$ cat config.mk
export PLATFORM = sky130hd
export DESIGN_NAME = cpu_job_scheduler_unit
export DESIGN_NICKNAME = d
export VERILOG_FILES = /design/src/hw/rtl/cjs_pkg.sv /design/src/hw/rtl/cpu_job_scheduler_unit.sv
export SDC_FILE = /design/constraint.sdc
export NUM_CORES = 2
export LEC_CHECK = 0
export BUFFER_PORTS_ARGS = -buffer_cell sky130_fd_sc_hd__buf_4
export CORE_MARGIN = 1.5
export CORE_UTILIZATION = 57
export DETAILED_ROUTE_END_ITERATION = 8
export PLACE_DENSITY = 0.77
export SKIP_CTS_REPAIR_TIMING = 1
export SYNTH_ARGS = -nofsm -noshare
export SYNTH_HDL_FRONTEND = slang
export SYNTH_SLANG_ARGS = --single-unit
$ cat constraint.sdc
create_clock -name i_clk -period 21.4 [get_ports i_clk]
set_clock_uncertainty 0.15 [all_clocks]
set_input_delay 3.21 -clock i_clk [delete_from_list [all_inputs] [get_ports i_clk]]
set_output_delay 3.21 -clock i_clk [all_outputs]
set_load 0.02 [all_outputs]
$ cat src/hw/rtl/cjs_pkg.sv
// cjs_pkg: shared types and codes for the cpu job scheduler
// scheduling modes, event codes and field widths; no dependencies

package cjs_pkg;

    // field widths fixed by the command and result formats
    localparam int unsigned JOB_W   = 8;
    localparam int unsigned BURST_W = 16;
    localparam int unsigned PRIO_W  = 8;
    localparam int unsigned TIME_W  = 32;
    localparam int unsigned SUM_W   = 40;
    localparam int unsigned KEY_W   = 16;

    // scheduling mode register
    typedef enum logic [1:0] {
        MODE_SJF      = 2'd0,
        MODE_PRIO     = 2'd1,
        MODE_SRTF     = 2'd2,
        MODE_PRIO_PRE = 2'd3
    } t_mode;

    // command codes
    typedef enum logic {
        CMD_ARRIVE = 1'b0,
        CMD_TICK   = 1'b1
    } t_cmd;

    // result event codes
    typedef enum logic [2:0] {
        EV_ACCEPTED   = 3'd0,
        EV_REJECTED   = 3'd1,
        EV_NO_CHANGE  = 3'd2,
        EV_DISPATCH   = 3'd3,
        EV_IDLE_START = 3'd4
    } t_event;

endpackage

$ cat src/hw/rtl/cpu_job_scheduler_unit.sv
// cpu_job_scheduler_unit: tick-driven job scheduler with ready table and statistics
// depends on cjs_pkg for widths, mode and event codes

// Takes one request per clock (busy is always low) and returns exactly one result
// per request, from the result register behind the input register, on a one-cycle
// o_result_valid strobe; the receiver cannot stall it. A request is registered, then
// decided by a combinational compare tree over the QUEUE_DEPTH ready slots plus the
// running job, so the rate is one request per cycle. The o_*_out statistics are the
// values after the strobed request. Mode writes (i_cfg_we) take effect on the next tick.

module cpu_job_scheduler_unit #(
    parameter int unsigned QUEUE_DEPTH = 16
) (
    input  logic                          i_clk,
    input  logic                          i_rst_n,
    // configuration
    input  logic                          i_cfg_we,
    input  logic [1:0]                    i_cfg_wdata,
    // request side
    input  logic                          start,
    output logic                          busy,
    input  logic                          i_cmd,
    input  logic [cjs_pkg::JOB_W-1:0]     i_job_id,
    input  logic [cjs_pkg::BURST_W-1:0]   i_burst_len,
    input  logic [cjs_pkg::PRIO_W-1:0]    i_prio_level,
    // result side
    output logic                          o_result_valid,
    output logic [2:0]                    o_event_kind,
    output logic [cjs_pkg::TIME_W-1:0]    o_event_time,
    output logic [cjs_pkg::JOB_W-1:0]     o_run_id,
    output logic [cjs_pkg::TIME_W-1:0]    o_dispatch_wait,
    output logic [cjs_pkg::TIME_W-1:0]    o_worst_wait_out,
    output logic [cjs_pkg::SUM_W-1:0]     o_total_wait_out,
    output logic [cjs_pkg::TIME_W-1:0]    o_idle_count_out
);

    localparam int unsigned IW    = (QUEUE_DEPTH > 1) ? $clog2(QUEUE_DEPTH) : 1;
    localparam int unsigned NLEAF = 1 << IW;
    localparam int unsigned NNODE = 2 * NLEAF - 1;

    localparam logic [cjs_pkg::TIME_W-1:0] MAX32 = '1;
    localparam logic [cjs_pkg::SUM_W-1:0]  MAX40 = '1;

    typedef struct packed {
        logic                       vld;
        logic [cjs_pkg::KEY_W-1:0]  key;
        logic [cjs_pkg::JOB_W-1:0]  id;
        logic [IW-1:0]              idx;
    } t_node;

    // configuration register
    cjs_pkg::t_mode r_mode;

    // input register
    logic                         r_in_valid;
    logic                         r_in_cmd;
    logic [cjs_pkg::JOB_W-1:0]    r_in_job;
    logic [cjs_pkg::BURST_W-1:0]  r_in_burst;
    logic [cjs_pkg::PRIO_W-1:0]   r_in_prio;

    // ready table
    logic [QUEUE_DEPTH-1:0]       r_slot_valid;
    logic [cjs_pkg::JOB_W-1:0]    r_slot_job       [QUEUE_DEPTH];
    logic [cjs_pkg::BURST_W-1:0]  r_slot_remaining [QUEUE_DEPTH];
    logic [cjs_pkg::BURST_W-1:0]  r_slot_original  [QUEUE_DEPTH];
    logic [cjs_pkg::PRIO_W-1:0]   r_slot_priority  [QUEUE_DEPTH];
    logic [cjs_pkg::TIME_W-1:0]   r_slot_arrival   [QUEUE_DEPTH];

    // running job
    logic                         r_run_valid;
    logic [cjs_pkg::JOB_W-1:0]    r_run_job;
    logic [cjs_pkg::BURST_W-1:0]  r_run_remaining;
    logic [cjs_pkg::BURST_W-1:0]  r_run_original;
    logic [cjs_pkg::PRIO_W-1:0]   r_run_priority;
    logic [cjs_pkg::TIME_W-1:0]   r_run_arrival;

    // time and statistics
    logic [cjs_pkg::TIME_W-1:0]   r_time_now;
    logic                         r_idle_flag;
    logic [cjs_pkg::TIME_W-1:0]   r_idle_ticks;
    logic [cjs_pkg::TIME_W-1:0]   r_worst_wait;
    logic [cjs_pkg::SUM_W-1:0]    r_wait_sum;

    // result register
    logic                         r_out_valid;
    cjs_pkg::t_event              r_out_kind;
    logic [cjs_pkg::TIME_W-1:0]   r_out_time;
    logic [cjs_pkg::JOB_W-1:0]    r_out_run_id;
    logic [cjs_pkg::TIME_W-1:0]   r_out_wait;

    // next values
    logic                         n_run_valid;
    logic [cjs_pkg::JOB_W-1:0]    n_run_job;
    logic [cjs_pkg::BURST_W-1:0]  n_run_remaining;
    logic [cjs_pkg::BURST_W-1:0]  n_run_original;
    logic [cjs_pkg::PRIO_W-1:0]   n_run_priority;
    logic [cjs_pkg::TIME_W-1:0]   n_run_arrival;
    logic                         n_idle_flag;
    logic [cjs_pkg::TIME_W-1:0]   n_idle_ticks;
    logic [cjs_pkg::TIME_W-1:0]   n_worst_wait;
    logic [cjs_pkg::SUM_W-1:0]    n_wait_sum;
    cjs_pkg::t_event              n_out_kind;
    logic [cjs_pkg::JOB_W-1:0]    n_out_run_id;
    logic [cjs_pkg::TIME_W-1:0]   n_out_wait;

    // decision signals
    logic                         w_by_prio;
    logic                         w_free_found;
    logic [IW-1:0]                w_free_idx;
    logic [cjs_pkg::BURST_W-1:0]  w_arr_burst;
    logic                         w_do_arrive;
    logic                         w_do_dispatch;
    logic                         w_preempt;
    logic                         w_retire;
    logic                         w_alive;
    logic [cjs_pkg::TIME_W-1:0]   w_span;
    logic [cjs_pkg::TIME_W-1:0]   w_ret_wait;
    logic [cjs_pkg::SUM_W:0]      w_sum_ext;
    logic [cjs_pkg::KEY_W-1:0]    w_run_key;
    logic [cjs_pkg::TIME_W-1:0]   w_b_span;
    logic [cjs_pkg::TIME_W:0]     w_pw;
    logic [cjs_pkg::TIME_W:0]     w_pw_net;
    logic [cjs_pkg::JOB_W-1:0]    w_b_job;
    logic [cjs_pkg::BURST_W-1:0]  w_b_rem;
    logic [cjs_pkg::BURST_W-1:0]  w_b_orig;
    logic [cjs_pkg::PRIO_W-1:0]   w_b_prio;
    logic [cjs_pkg::TIME_W-1:0]   w_b_arr;
    t_node                        w_node [NNODE];
    t_node                        w_best;

    assign busy = 1'b0;
    assign w_by_prio = (r_mode == cjs_pkg::MODE_PRIO) || (r_mode == cjs_pkg::MODE_PRIO_PRE);

    // configuration write
    always_ff @(posedge i_clk) begin
        if (!i_rst_n) begin
            r_mode <= cjs_pkg::MODE_SJF;
        end else if (i_cfg_we) begin
            r_mode <= cjs_pkg::t_mode'(i_cfg_wdata);
        end
    end

    // request register
    always_ff @(posedge i_clk) begin
        if (!i_rst_n) begin
            r_in_valid <= 1'b0;
        end else begin
            r_in_valid <= start && !busy;
        end
        if (start && !busy) begin
            r_in_cmd   <= i_cmd;
            r_in_job   <= i_job_id;
            r_in_burst <= i_burst_len;
            r_in_prio  <= i_prio_level;
        end
    end

    // leaves of the selection tree, padding leaves are empty
    genvar g;
    generate
        for (g = 0; g < NLEAF; g++) begin : g_leaf
            if (g < QUEUE_DEPTH) begin : g_real
                assign w_node[NLEAF-1+g] = '{
                    vld: r_slot_valid[g],
                    key: w_by_prio ? {{(cjs_pkg::KEY_W-cjs_pkg::PRIO_W){1'b0}},
                                      r_slot_priority[g]}
                                   : r_slot_remaining[g],
                    id:  r_slot_job[g],
                    idx: IW'(g)
                };
            end else begin : g_pad
                assign w_node[NLEAF-1+g] = '{vld: 1'b0, key: '0, id: '0, idx: IW'(g)};
            end
        end

        // inner nodes: right wins only on a lower key, or equal key and lower id; full ties go to the lower slot
        for (g = 0; g < NLEAF - 1; g++) begin : g_inner
            logic w_right;
            assign w_right = w_node[2*g+2].vld && (!w_node[2*g+1].vld ||
                             (w_node[2*g+2].key < w_node[2*g+1].key) ||
                             ((w_node[2*g+2].key == w_node[2*g+1].key) &&
                              (w_node[2*g+2].id < w_node[2*g+1].id)));
            assign w_node[g] = w_right ? w_node[2*g+2] : w_node[2*g+1];
        end
    endgenerate

    assign w_best = w_node[0];

    // fields of the best ready job
    assign w_b_job  = r_slot_job[w_best.idx];
    assign w_b_rem  = r_slot_remaining[w_best.idx];
    assign w_b_orig = r_slot_original[w_best.idx];
    assign w_b_prio = r_slot_priority[w_best.idx];
    assign w_b_arr  = r_slot_arrival[w_best.idx];

    // lowest free slot
    always_comb begin
        w_free_found = 1'b0;
        w_free_idx   = '0;
        for (int i = QUEUE_DEPTH - 1; i >= 0; i--) begin
            if (!r_slot_valid[i]) begin
                w_free_found = 1'b1;
                w_free_idx   = IW'(i);
            end
        end
    end

    assign w_arr_burst = (r_in_burst == '0) ? cjs_pkg::BURST_W'(1) : r_in_burst;
    assign w_do_arrive = r_in_valid && (r_in_cmd == cjs_pkg::CMD_ARRIVE) && w_free_found;

    // retire of a finished job
    assign w_retire   = r_run_valid && (r_run_remaining == '0);
    assign w_alive    = r_run_valid && !w_retire;
    assign w_span     = r_time_now - r_run_arrival;
    assign w_ret_wait = (w_span > cjs_pkg::TIME_W'(r_run_original))
                        ? w_span - cjs_pkg::TIME_W'(r_run_original) : '0;
    assign w_sum_ext  = {1'b0, r_wait_sum} + (cjs_pkg::SUM_W + 1)'(w_ret_wait);

    // dispatch or preempt decision
    assign w_run_key = (r_mode == cjs_pkg::MODE_PRIO_PRE)
                       ? {{(cjs_pkg::KEY_W-cjs_pkg::PRIO_W){1'b0}}, r_run_priority}
                       : r_run_remaining;
    assign w_preempt = w_alive && w_best.vld &&
                       ((r_mode == cjs_pkg::MODE_SRTF) || (r_mode == cjs_pkg::MODE_PRIO_PRE)) &&
                       ((w_best.key < w_run_key) ||
                        ((w_best.key == w_run_key) && (w_best.id < r_run_job)));
    assign w_do_dispatch = (!w_alive && w_best.vld) || w_preempt;

    // projected wait of the dispatched job, time difference taken modulo 2^32
    assign w_b_span = r_time_now - w_b_arr;
    assign w_pw     = {1'b0, w_b_span} + (cjs_pkg::TIME_W + 1)'(w_b_rem);
    assign w_pw_net = (w_pw > (cjs_pkg::TIME_W + 1)'(w_b_orig))
                      ? w_pw - (cjs_pkg::TIME_W + 1)'(w_b_orig) : '0;

    // arrival result and tick processing
    always_comb begin
        n_run_valid     = r_run_valid;
        n_run_job       = r_run_job;
        n_run_remaining = r_run_remaining;
        n_run_original  = r_run_original;
        n_run_priority  = r_run_priority;
        n_run_arrival   = r_run_arrival;
        n_idle_flag     = r_idle_flag;
        n_idle_ticks    = r_idle_ticks;
        n_worst_wait    = r_worst_wait;
        n_wait_sum      = r_wait_sum;
        n_out_kind      = cjs_pkg::EV_NO_CHANGE;
        n_out_run_id    = '0;
        n_out_wait      = '0;
        if (r_in_cmd == cjs_pkg::CMD_ARRIVE) begin
            n_out_kind = w_free_found ? cjs_pkg::EV_ACCEPTED : cjs_pkg::EV_REJECTED;
        end else begin
            if (w_retire) begin
                n_wait_sum = w_sum_ext[cjs_pkg::SUM_W] ? MAX40 : w_sum_ext[cjs_pkg::SUM_W-1:0];
            end
            n_run_valid = w_alive;
            if (w_do_dispatch) begin
                n_run_valid     = 1'b1;
                n_run_job       = w_b_job;
                n_run_remaining = w_b_rem;
                n_run_original  = w_b_orig;
                n_run_priority  = w_b_prio;
                n_run_arrival   = w_b_arr;
                n_out_wait      = w_pw_net[cjs_pkg::TIME_W] ? MAX32
                                                            : w_pw_net[cjs_pkg::TIME_W-1:0];
                if (n_out_wait > r_worst_wait) begin
                    n_worst_wait = n_out_wait;
                end
                n_idle_flag  = 1'b0;
                n_out_kind   = cjs_pkg::EV_DISPATCH;
                n_out_run_id = w_b_job;
            end else if (!w_alive && !r_idle_flag) begin
                n_idle_flag = 1'b1;
                n_out_kind  = cjs_pkg::EV_IDLE_START;
            end
            // execute one tick
            if (n_run_valid) begin
                if (n_run_remaining != '0) begin
                    n_run_remaining = n_run_remaining - cjs_pkg::BURST_W'(1);
                end
            end else if (r_idle_ticks != MAX32) begin
                n_idle_ticks = r_idle_ticks + cjs_pkg::TIME_W'(1);
            end
        end
    end

    // ready table update
    always_ff @(posedge i_clk) begin
        if (!i_rst_n) begin
            r_slot_valid <= '0;
        end else if (w_do_arrive) begin
            r_slot_valid[w_free_idx] <= 1'b1;
        end else if (r_in_valid && (r_in_cmd == cjs_pkg::CMD_TICK) && w_do_dispatch) begin
            r_slot_valid[w_best.idx] <= w_preempt;
        end
        if (w_do_arrive) begin
            r_slot_job[w_free_idx]       <= r_in_job;
            r_slot_remaining[w_free_idx] <= w_arr_burst;
            r_slot_original[w_free_idx]  <= w_arr_burst;
            r_slot_priority[w_free_idx]  <= r_in_prio;
            r_slot_arrival[w_free_idx]   <= r_time_now;
        end else if (r_in_valid && (r_in_cmd == cjs_pkg::CMD_TICK) && w_preempt) begin
            r_slot_job[w_best.idx]       <= r_run_job;
            r_slot_remaining[w_best.idx] <= r_run_remaining;
            r_slot_original[w_best.idx]  <= r_run_original;
            r_slot_priority[w_best.idx]  <= r_run_priority;
            r_slot_arrival[w_best.idx]   <= r_run_arrival;
        end
    end

    // running job, time and statistics
    always_ff @(posedge i_clk) begin
        if (!i_rst_n) begin
            r_run_valid     <= 1'b0;
            r_run_job       <= '0;
            r_run_remaining <= '0;
            r_run_original  <= '0;
            r_run_priority  <= '0;
            r_run_arrival   <= '0;
            r_time_now      <= '0;
            r_idle_flag     <= 1'b0;
            r_idle_ticks    <= '0;
            r_worst_wait    <= '0;
            r_wait_sum      <= '0;
        end else if (r_in_valid && (r_in_cmd == cjs_pkg::CMD_TICK)) begin
            r_run_valid     <= n_run_valid;
            r_run_job       <= n_run_job;
            r_run_remaining <= n_run_remaining;
            r_run_original  <= n_run_original;
            r_run_priority  <= n_run_priority;
            r_run_arrival   <= n_run_arrival;
            r_time_now      <= r_time_now + cjs_pkg::TIME_W'(1);
            r_idle_flag     <= n_idle_flag;
            r_idle_ticks    <= n_idle_ticks;
            r_worst_wait    <= n_worst_wait;
            r_wait_sum      <= n_wait_sum;
        end
    end

    // result register
    always_ff @(posedge i_clk) begin
        if (!i_rst_n) begin
            r_out_valid <= 1'b0;
        end else begin
            r_out_valid <= r_in_valid;
        end
        if (r_in_valid) begin
            r_out_kind   <= n_out_kind;
            r_out_time   <= r_time_now;
            r_out_run_id <= n_out_run_id;
            r_out_wait   <= n_out_wait;
        end
    end

    assign o_result_valid   = r_out_valid;
    assign o_event_kind     = r_out_kind;
    assign o_event_time     = r_out_time;
    assign o_run_id         = r_out_run_id;
    assign o_dispatch_wait  = r_out_wait;
    assign o_worst_wait_out = r_worst_wait;
    assign o_total_wait_out = r_wait_sum;
    assign o_idle_count_out = r_idle_ticks;

endmodule
* Word-level counts from Yosys, hierarchy flattened
Memories as Yosys holds them, arrays and structs flattened. A register that Yosys moved wholly into a read port is not among the register bits.
Index checks and enable logic that the tools add are counted.
** Storage, ports and cells
- Word-level logic and storage cells :: 321
- RAM bits :: 1280
- Input bits :: 39
- Memories :: 5
- Register bits after elaboration :: 338
** Memories
- r_slot_arrival :: depth 16, bits a word 32, read ports 1, clocked after memory_dff 0, write ports 1, line cpu_job_scheduler_unit.sv:67 : logic [cjs_pkg::TIME_W-1:0] r_slot_arrival [QUEUE_DEPTH];
- r_slot_original :: depth 16, bits a word 16, read ports 1, clocked after memory_dff 0, write ports 1, line cpu_job_scheduler_unit.sv:65 : logic [cjs_pkg::BURST_W-1:0] r_slot_original [QUEUE_DEPTH];
- r_slot_remaining :: depth 16, bits a word 16, read ports 17, clocked after memory_dff 0, write ports 1, line cpu_job_scheduler_unit.sv:64 : logic [cjs_pkg::BURST_W-1:0] r_slot_remaining [QUEUE_DEPTH];
- r_slot_job :: depth 16, bits a word 8, read ports 17, clocked after memory_dff 0, write ports 1, line cpu_job_scheduler_unit.sv:63 : logic [cjs_pkg::JOB_W-1:0] r_slot_job [QUEUE_DEPTH];
- r_slot_priority :: depth 16, bits a word 8, read ports 17, clocked after memory_dff 1, write ports 1, line cpu_job_scheduler_unit.sv:66 : logic [cjs_pkg::PRIO_W-1:0] r_slot_priority [QUEUE_DEPTH];
** Operators by class
- Bitwise operators :: 3
- Muxes and demuxes :: 108
- Magnitude comparators :: 39
- Eq/ne operators :: 20
- Add/sub/neg operators :: 9
- Reductions and logical operators :: 115
** Operator list (number)
- 29-bit two-way mux :: 15
- 16-bit two-way mux :: 26
- 16-bit == test :: 16
- 16-bit less-than comparator :: 16
- 8-bit less-than comparator :: 16
- 32-bit two-way mux :: 3
- 4-bit two-way mux :: 21
- 32-bit by 1-bit adder with 32-bit output (second input constant) :: 2
- 32-bit subtractor :: 2
- 1-bit logical AND :: 45
- 40-bit by 32-bit adder with 41-bit output :: 1
- 40-bit two-way mux :: 1
- 1-bit logical OR :: 34
- 32-bit by 16-bit adder with 33-bit output :: 1
- 33-bit by 16-bit > comparator with 1-bit output :: 1
- 1-bit two-way mux :: 33
- 33-bit two-way mux :: 1
- 33-bit by 16-bit subtractor with 33-bit output :: 1
- 32-bit by 16-bit > comparator with 1-bit output :: 1
- 32-bit > comparator :: 1
- 16-bit zero test :: 2
- 32-bit inequality test (second input constant) :: 1
- 16-bit OR reduction :: 2
- 32-bit OR reduction :: 1
- 19 further kinds :: 51

* Longest topological paths before layout
- Depth in word-level cells :: 33
- Gate-level depth with buffers :: 116
- Gate-level depth less buffers :: 95

* Worst setup path after synthesis
Ideal clock, no wire load.
- Kind :: reg2reg
- From :: register r_mode[0]
- To :: register r_worst_wait, in the netlist o_worst_wait_out[10]
- Setup time :: 125 ps
- Stages on the path, launching flop included :: 105
- Clock period less this slack :: 21184 ps
- Setup slack :: 216 ps
- Data arrival time :: 20909 ps
- Data required time :: 21125 ps
- Path buffers :: 21
- Path through :: dfxtp_1 > clkbuf_1 > clkbuf_1 > clkbuf_1 > clkbuf_1 > mux2i_1 > inv_1 > ha_1 > a41oi_1 > o21ai_0 > a221oi_1 > nand3_1 > a31oi_1 > clkbuf_1 > buf_1 > o21ai_0 > ha_1 > nand3_1 > (+69 left out) > o21a_1 > o21ai_0 > nand2b_1 > a21oi_1 > nor2b_1 > o21ai_0 > nand2b_1 > a21oi_1 > nor3_1 > o31a_1 > o21ai_0 > o211ai_1 > and3_1 > nand2_1 > or2_2 > clkbuf_1 > clkbuf_1 > o21ai_0
** On the way
- Longest elaborated chain between the ends :: 31
** Ends and longest elaborated chain
- start: declaration :: line cpu_job_scheduler_unit.sv:52 : cjs_pkg::t_mode r_mode;
- start signal: assignment :: line cpu_job_scheduler_unit.sv:137 : r_mode <= cjs_pkg::MODE_SJF;
- start signal: assignment :: line cpu_job_scheduler_unit.sv:139 : r_mode <= cjs_pkg::t_mode'(i_cfg_wdata);
- 2-bit by 1-bit == test with 1-bit output or 2-bit == test (tied branches) :: line cpu_job_scheduler_unit.sv:132 : assign w_by_prio = (r_mode == cjs_pkg::MODE_PRIO) || (r_mode == cjs_pkg::MODE_PRIO_PRE);
- 1-bit logical OR (*) :: line cpu_job_scheduler_unit.sv:132
- 16-bit two-way mux :: line cpu_job_scheduler_unit.sv:165 : key: w_by_prio ? {{(cjs_pkg::KEY_W-cjs_pkg::PRIO_W){1'b0}},
- 16-bit less-than comparator or 16-bit == test (tied branches) :: line cpu_job_scheduler_unit.sv:180, cpu_job_scheduler_unit.sv:181
- 1-bit logical OR or 1-bit logical AND (tied branches) :: line cpu_job_scheduler_unit.sv:179, cpu_job_scheduler_unit.sv:181
- 1-bit logical OR :: line cpu_job_scheduler_unit.sv:180 : (w_node[2*g+2].key < w_node[2*g+1].key) ||
- 1-bit logical AND :: line cpu_job_scheduler_unit.sv:179 : assign w_right = w_node[2*g+2].vld && (!w_node[2*g+1].vld ||
- 29-bit two-way mux :: line cpu_job_scheduler_unit.sv:183 : assign w_node[g] = w_right ? w_node[2*g+2] : w_node[2*g+1];
- (+16 left out)
- net w_b_arr, one bit :: line cpu_job_scheduler_unit.sv:127 : logic [cjs_pkg::TIME_W-1:0] w_b_arr;
- 32-bit subtractor (*) :: line cpu_job_scheduler_unit.sv:230 : assign w_b_span = r_time_now - w_b_arr;
- 32-bit by 16-bit adder with 33-bit output (*) :: line cpu_job_scheduler_unit.sv:231 : assign w_pw = {1'b0, w_b_span} + (cjs_pkg::TIME_W + 1)'(w_b_rem);
- 33-bit by 16-bit subtractor with 33-bit output or 33-bit by 16-bit > comparator with 1-bit output (tied branches) :: line cpu_job_scheduler_unit.sv:233, cpu_job_scheduler_unit.sv:232
- 33-bit two-way mux (*) :: line cpu_job_scheduler_unit.sv:233 : ? w_pw - (cjs_pkg::TIME_W + 1)'(w_b_orig) : '0;
- 32-bit two-way mux (*) :: line cpu_job_scheduler_unit.sv:264 : n_out_wait = w_pw_net[cjs_pkg::TIME_W] ? MAX32
- 32-bit > comparator :: line cpu_job_scheduler_unit.sv:266 : if (n_out_wait > r_worst_wait) begin
- 4-bit AND reduction (no line)
- end signal: assignment :: line cpu_job_scheduler_unit.sv:335 : r_worst_wait <= n_worst_wait;
- end: declaration :: line cpu_job_scheduler_unit.sv:81 : logic [cjs_pkg::TIME_W-1:0] r_worst_wait;
Mark *: on every way through the listed nets, which the timed path passes. The rest lies on a longest branch.
A chain may end at the register's enable or synchronous reset.

* Worst setup path after layout
- From :: register r_mode[0]
- To :: register r_worst_wait, in the netlist o_worst_wait_out[13]
** On the way
- Longest elaborated chain between the ends :: 31
** Ends and longest elaborated chain (line)
- 2-bit by 1-bit == test with 1-bit output or 2-bit == test (tied branches) :: cpu_job_scheduler_unit.sv:132, cpu_job_scheduler_unit.sv:220, cpu_job_scheduler_unit.sv:224
- 1-bit logical OR :: cpu_job_scheduler_unit.sv:132
- 16-bit two-way mux :: cpu_job_scheduler_unit.sv:165
- 16-bit less-than comparator or 16-bit == test (tied branches) :: cpu_job_scheduler_unit.sv:180, cpu_job_scheduler_unit.sv:181
- 1-bit logical OR or 1-bit logical AND (tied branches) :: cpu_job_scheduler_unit.sv:179, cpu_job_scheduler_unit.sv:181
- 1-bit logical OR :: cpu_job_scheduler_unit.sv:180
- 1-bit logical AND :: cpu_job_scheduler_unit.sv:179
- 29-bit two-way mux :: cpu_job_scheduler_unit.sv:183
- (+15 left out)
- memory 16 x 32 bit
- 32-bit subtractor :: cpu_job_scheduler_unit.sv:230
- 32-bit by 16-bit adder with 33-bit output :: cpu_job_scheduler_unit.sv:231
- 33-bit by 16-bit subtractor with 33-bit output or 33-bit by 16-bit > comparator with 1-bit output (tied branches) :: cpu_job_scheduler_unit.sv:233, cpu_job_scheduler_unit.sv:232
- 33-bit two-way mux :: cpu_job_scheduler_unit.sv:233
- 32-bit two-way mux :: cpu_job_scheduler_unit.sv:264
- 32-bit > comparator :: cpu_job_scheduler_unit.sv:266
- 4-bit AND reduction (no line)
Parallel ways exist; a longest one is shown, timed or not.

==> metrics.txt <==
# TYPE chip_impl_metric gauge
chip_impl_info{name="status",value="completed"} 1
chip_impl_metric{name="routedWlPerCell",unit="um"} 31.0
chip_impl_metric{name="cts_inserted_buffers",unit=""} 172
chip_impl_info{name="worstHoldPathType",value="flip-flop to flip-flop"} 1
chip_impl_metric{name="required",unit="ps"} 21950
chip_impl_metric{name="drc",unit=""} 0
chip_impl_metric{name="power.leakage",unit="uW"} 0.0398
chip_impl_metric{name="clk_pin_slew_worst_paths",unit="ps"} 60
chip_impl_metric{name="period_minus_slack",unit="ps"} 20460
chip_impl_metric{name="num_io_pins",unit=""} 220
chip_impl_info{name="synth.cells.most_frequent",value="1,388 x edfxtp_1, 953 x nand2_1, 548 x ha_1"} 1
chip_impl_metric{name="power",unit="uW"} 9280
chip_impl_metric{name="postSynthCellCount",unit=""} 8070
chip_impl_metric{name="synth_top_area_share",unit=""} 0.475
chip_impl_info{name="critPathLaunchType",value="flip-flop"} 1
chip_impl_metric{name="netlist-cell-type-count",unit=""} 115
chip_impl_metric{name="chipWidth",unit="um"} 395
chip_impl_metric{name="design_area",unit="sq mm"} 0.104
chip_impl_metric{name="place.gp.congestion",unit=""} 1.08
chip_impl_info{name="timing.critical_path.to_type",value="flip-flop"} 1
chip_impl_metric{name="die_height",unit="um"} 395
chip_impl_metric{name="global_route.overflow_total",unit=""} 0
chip_impl_info{name="postSynth.topFlopCell",value="edfxtp_1"} 1
chip_impl_metric{name="pre_cts_ws",unit="ps"} 497
chip_impl_metric{name="hold_viol",unit=""} 0
chip_impl_metric{name="drv_slew",unit=""} 0
chip_impl_metric{name="floorplan.rows",unit=""} 143
chip_impl_metric{name="insertion_delay_to_the_later_sink_of_the_worst_skew_pair",unit="ps"} 870
chip_impl_info{name="most_used_cell_cp",value="buf_4"} 1
chip_impl_metric{name="synth-edff-count",unit=""} 1388
chip_impl_metric{name="post_route_cells_drive_above_1_share",unit=""} 0.176
chip_impl_metric{name="first_global_vias",unit=""} 70100
chip_impl_metric{name="drtIter0Drc",unit=""} 10400
chip_impl_metric{name="avgSynthCellArea",unit="sq um"} 10.9
chip_impl_metric{name="maxSlewHeadroom",unit=""} 0.0395
chip_impl_info{name="crit_path_top_delay_cell",value="nor4b_2"} 1
chip_impl_info{name="cts_tree",value="yes"} 1
chip_impl_metric{name="setup_violations",unit=""} 0
chip_impl_metric{name="cap_violations",unit=""} 0
chip_impl_metric{name="period_utilisation_layout",unit=""} 0.956
chip_impl_metric{name="core_area",unit="sq mm"} 0.152
chip_impl_metric{name="postSynthRegisterBits",unit=""} 1626
chip_impl_metric{name="htree_levels",unit=""} 4
chip_impl_metric{name="max_slew.worst_pin.slew",unit="ps"} 1400
chip_impl_info{name="synth_area_leaders",value="edfxtp_1 48%, ha_1 7.8%, dfxtp_1 5.4%, mux2i_1 4.2%, nand2_1 4.1%"} 1
chip_impl_metric{name="clock_buffer_depth",unit=""} 3
chip_impl_metric{name="cts_sinks",unit=""} 1626
chip_impl_metric{name="yosys_warnings",unit=""} 0
chip_impl_metric{name="postSynthNetCount",unit=""} 8663
chip_impl_metric{name="fin_nets",unit=""} 9496
chip_impl_metric{name="dp_hpwl",unit="um"} 250000
chip_impl_metric{name="synthToLayoutAreaGrowth",unit="%"} 18.5
chip_impl_metric{name="ys_async_sr_fraction",unit=""} 0
chip_impl_metric{name="floorplan.initialDensity",unit=""} 0.575
chip_impl_info{name="cts-root-buf",value="clkbuf_16"} 1
chip_impl_info{name="yosysMostFrequentCell",value="edfxtp_1"} 1
chip_impl_metric{name="mappedNetlistArea",unit="sq mm"} 0.0877
chip_impl_metric{name="setup_slack",unit="ps"} 939
chip_impl_metric{name="path_max_fanout",unit=""} 22
chip_impl_metric{name="postPlaceCellArea",unit="sq mm"} 0.0973
chip_impl_metric{name="grt_antenna_before_repair",unit=""} 26
chip_impl_metric{name="max_freq",unit="MHz"} 48.9
chip_impl_metric{name="drt.antenna.violating_nets",unit=""} 0
chip_impl_metric{name="seq_area_frac_synth",unit=""} 0.529
chip_impl_metric{name="grt_first_pass_wirelength",unit="um"} 486000
chip_impl_metric{name="timing.critical_path.slowest_cell_delay",unit="ps"} 600
chip_impl_metric{name="drt_pre_antenna_iters",unit=""} 9
chip_impl_metric{name="vias",unit=""} 73800
chip_impl_metric{name="setup_total_negative_slack",unit="ps"} 0
chip_impl_metric{name="power_per_standard_cell_area",unit="mW/mm^2"} 89.3
chip_impl_info{name="yosys.area.top_type",value="edfxtp_1"} 1
chip_impl_metric{name="routed_vias_inst",unit=""} 6.66
chip_impl_metric{name="fp.dieArea",unit="sq mm"} 0.156
chip_impl_metric{name="grt_start_max_net_pins",unit=""} 99
chip_impl_metric{name="worst_ir_drop_vdd",unit="mV"} 0.104
chip_impl_info{name="crit_type",value="flip-flop to flip-flop"} 1
chip_impl_metric{name="routed_wl",unit="um"} 344000
chip_impl_metric{name="timing.critical_path.arrival",unit="ps"} 21010
chip_impl_metric{name="grt_use_total",unit=""} 0.429
chip_impl_metric{name="fill_cells",unit=""} 11000
chip_impl_metric{name="buffer_ports.inserted",unit=""} 218
layout by cell type, fill, tap and decap left out, drive strengths merged, types with 73 or more instances in the layout:
| cell type | instances |
|---|---|
| nand2 | 953 |
| a21oi | 524 |
| o21ai | 522 |
| o21a | 73 |
| clkbuf | 210 |
| nand4 | 101 |
| a211oi | 231 |
| nor2b | 128 |
| dfxtp | 238 |
| inv | 327 |
| a221oi | 76 |
| ha | 548 |
| mux2i | 372 |
| and3 | 87 |
| mux2 | 92 |
| a21o | 81 |
| and2 | 140 |
| xor2 | 93 |
| clkinv | 77 |
| nand3 | 175 |
| nor2 | 530 |
| a31oi | 101 |
| nor3 | 128 |
| edfxtp | 1388 |
| buf | 1058 |
| xnor2 | 97 |
power breakdown:
group          total, uW  internal (uW)  switching [uW]
logic               2590           1090            1500
clock network       3190           1840            1360
registers           3500           3470            33.1
sequential cells by signal, summed over array words and instances (netlist names), 32 cells and up:
name and count:
r_time_now 32, r_slot_priority 128, r_slot_job 128, o_worst_wait_out 32, o_event_time 32, o_dispatch_wait 32, o_total_wait_out 40, o_idle_count_out 32
r_slot_original 256, r_slot_arrival 512, r_run_arrival 32, r_slot_remaining 256
metrics by stage:
step	std cells	hold slack [ps]	util
global route	11100	324	0.682
CTS	11100	306	0.678
floorplan	8070	286	-
detailed placement	10700	298	0.638
global placement	10700	293	0.638
finish	11100	305	0.682
routing by layer:
layer | track usage | vias to the layer above | routed length (um)
li1 | - | 32000 | -
met1 | 0.580 | 35700 | 132000
met2 | 0.634 | 5213 | 147000
met3 | 0.118 | 966 | 44500
met4 | 0.215 | 26 | 19900
met5 | 0 | - | 172
worst max-delay path: cells and delay by family (launching register included):
family	cells	cell delay [ps]
AND/OR/NAND/NOR	27	4480
buffers and inverters	15	3030
multiplexers	1	380
AO/OA/AOI/OAI	46	9290
flip-flops	1	470
XOR/XNOR	1	240
adder cells (fa/ha/maj)	8	2220
final timing paths:
path,from,end,slack [ps],cells past startpoint
max,r_mode[0],o_worst_wait_out[13],940,98
min,r_run_job[3],r_run_job[3],310,2
max reg2reg,r_mode[0],o_worst_wait_out[13],940,98
min reg2reg,r_run_job[3],r_run_job[3],310,2
layout make-up:
type                            instances  area [sq um]  share of cell area
Timing Repair Buffer                 1060          8530              0.0821
Sequential cell                      1626         46500               0.447
Clock buffer                          208          4530              0.0436
Clock inverter                        113          1580              0.0152
Tap cell                             2030          2540              0.0244
Inverter                              326          1230              0.0118
Antenna cell                            7          17.5            0.000169
Multi-Input combinational cell       5717         39100               0.376
cells by family (layout without fill, tap and decap cells):
family          after synthesis  count (layout)  share of synthesized area
compound gates             2063            2064                      0.154
xor+xnor                    191             191                     0.0192
fa+ha+maj                   554             554                     0.0795
buf+inv                     728            1707                     0.0328
flops                      1626            1626                      0.529
mux                         464             464                     0.0546
other cells                   1               8                  0.0000428
simple gates               2443            2443                      0.130
(Power assumes the default switching activity.)
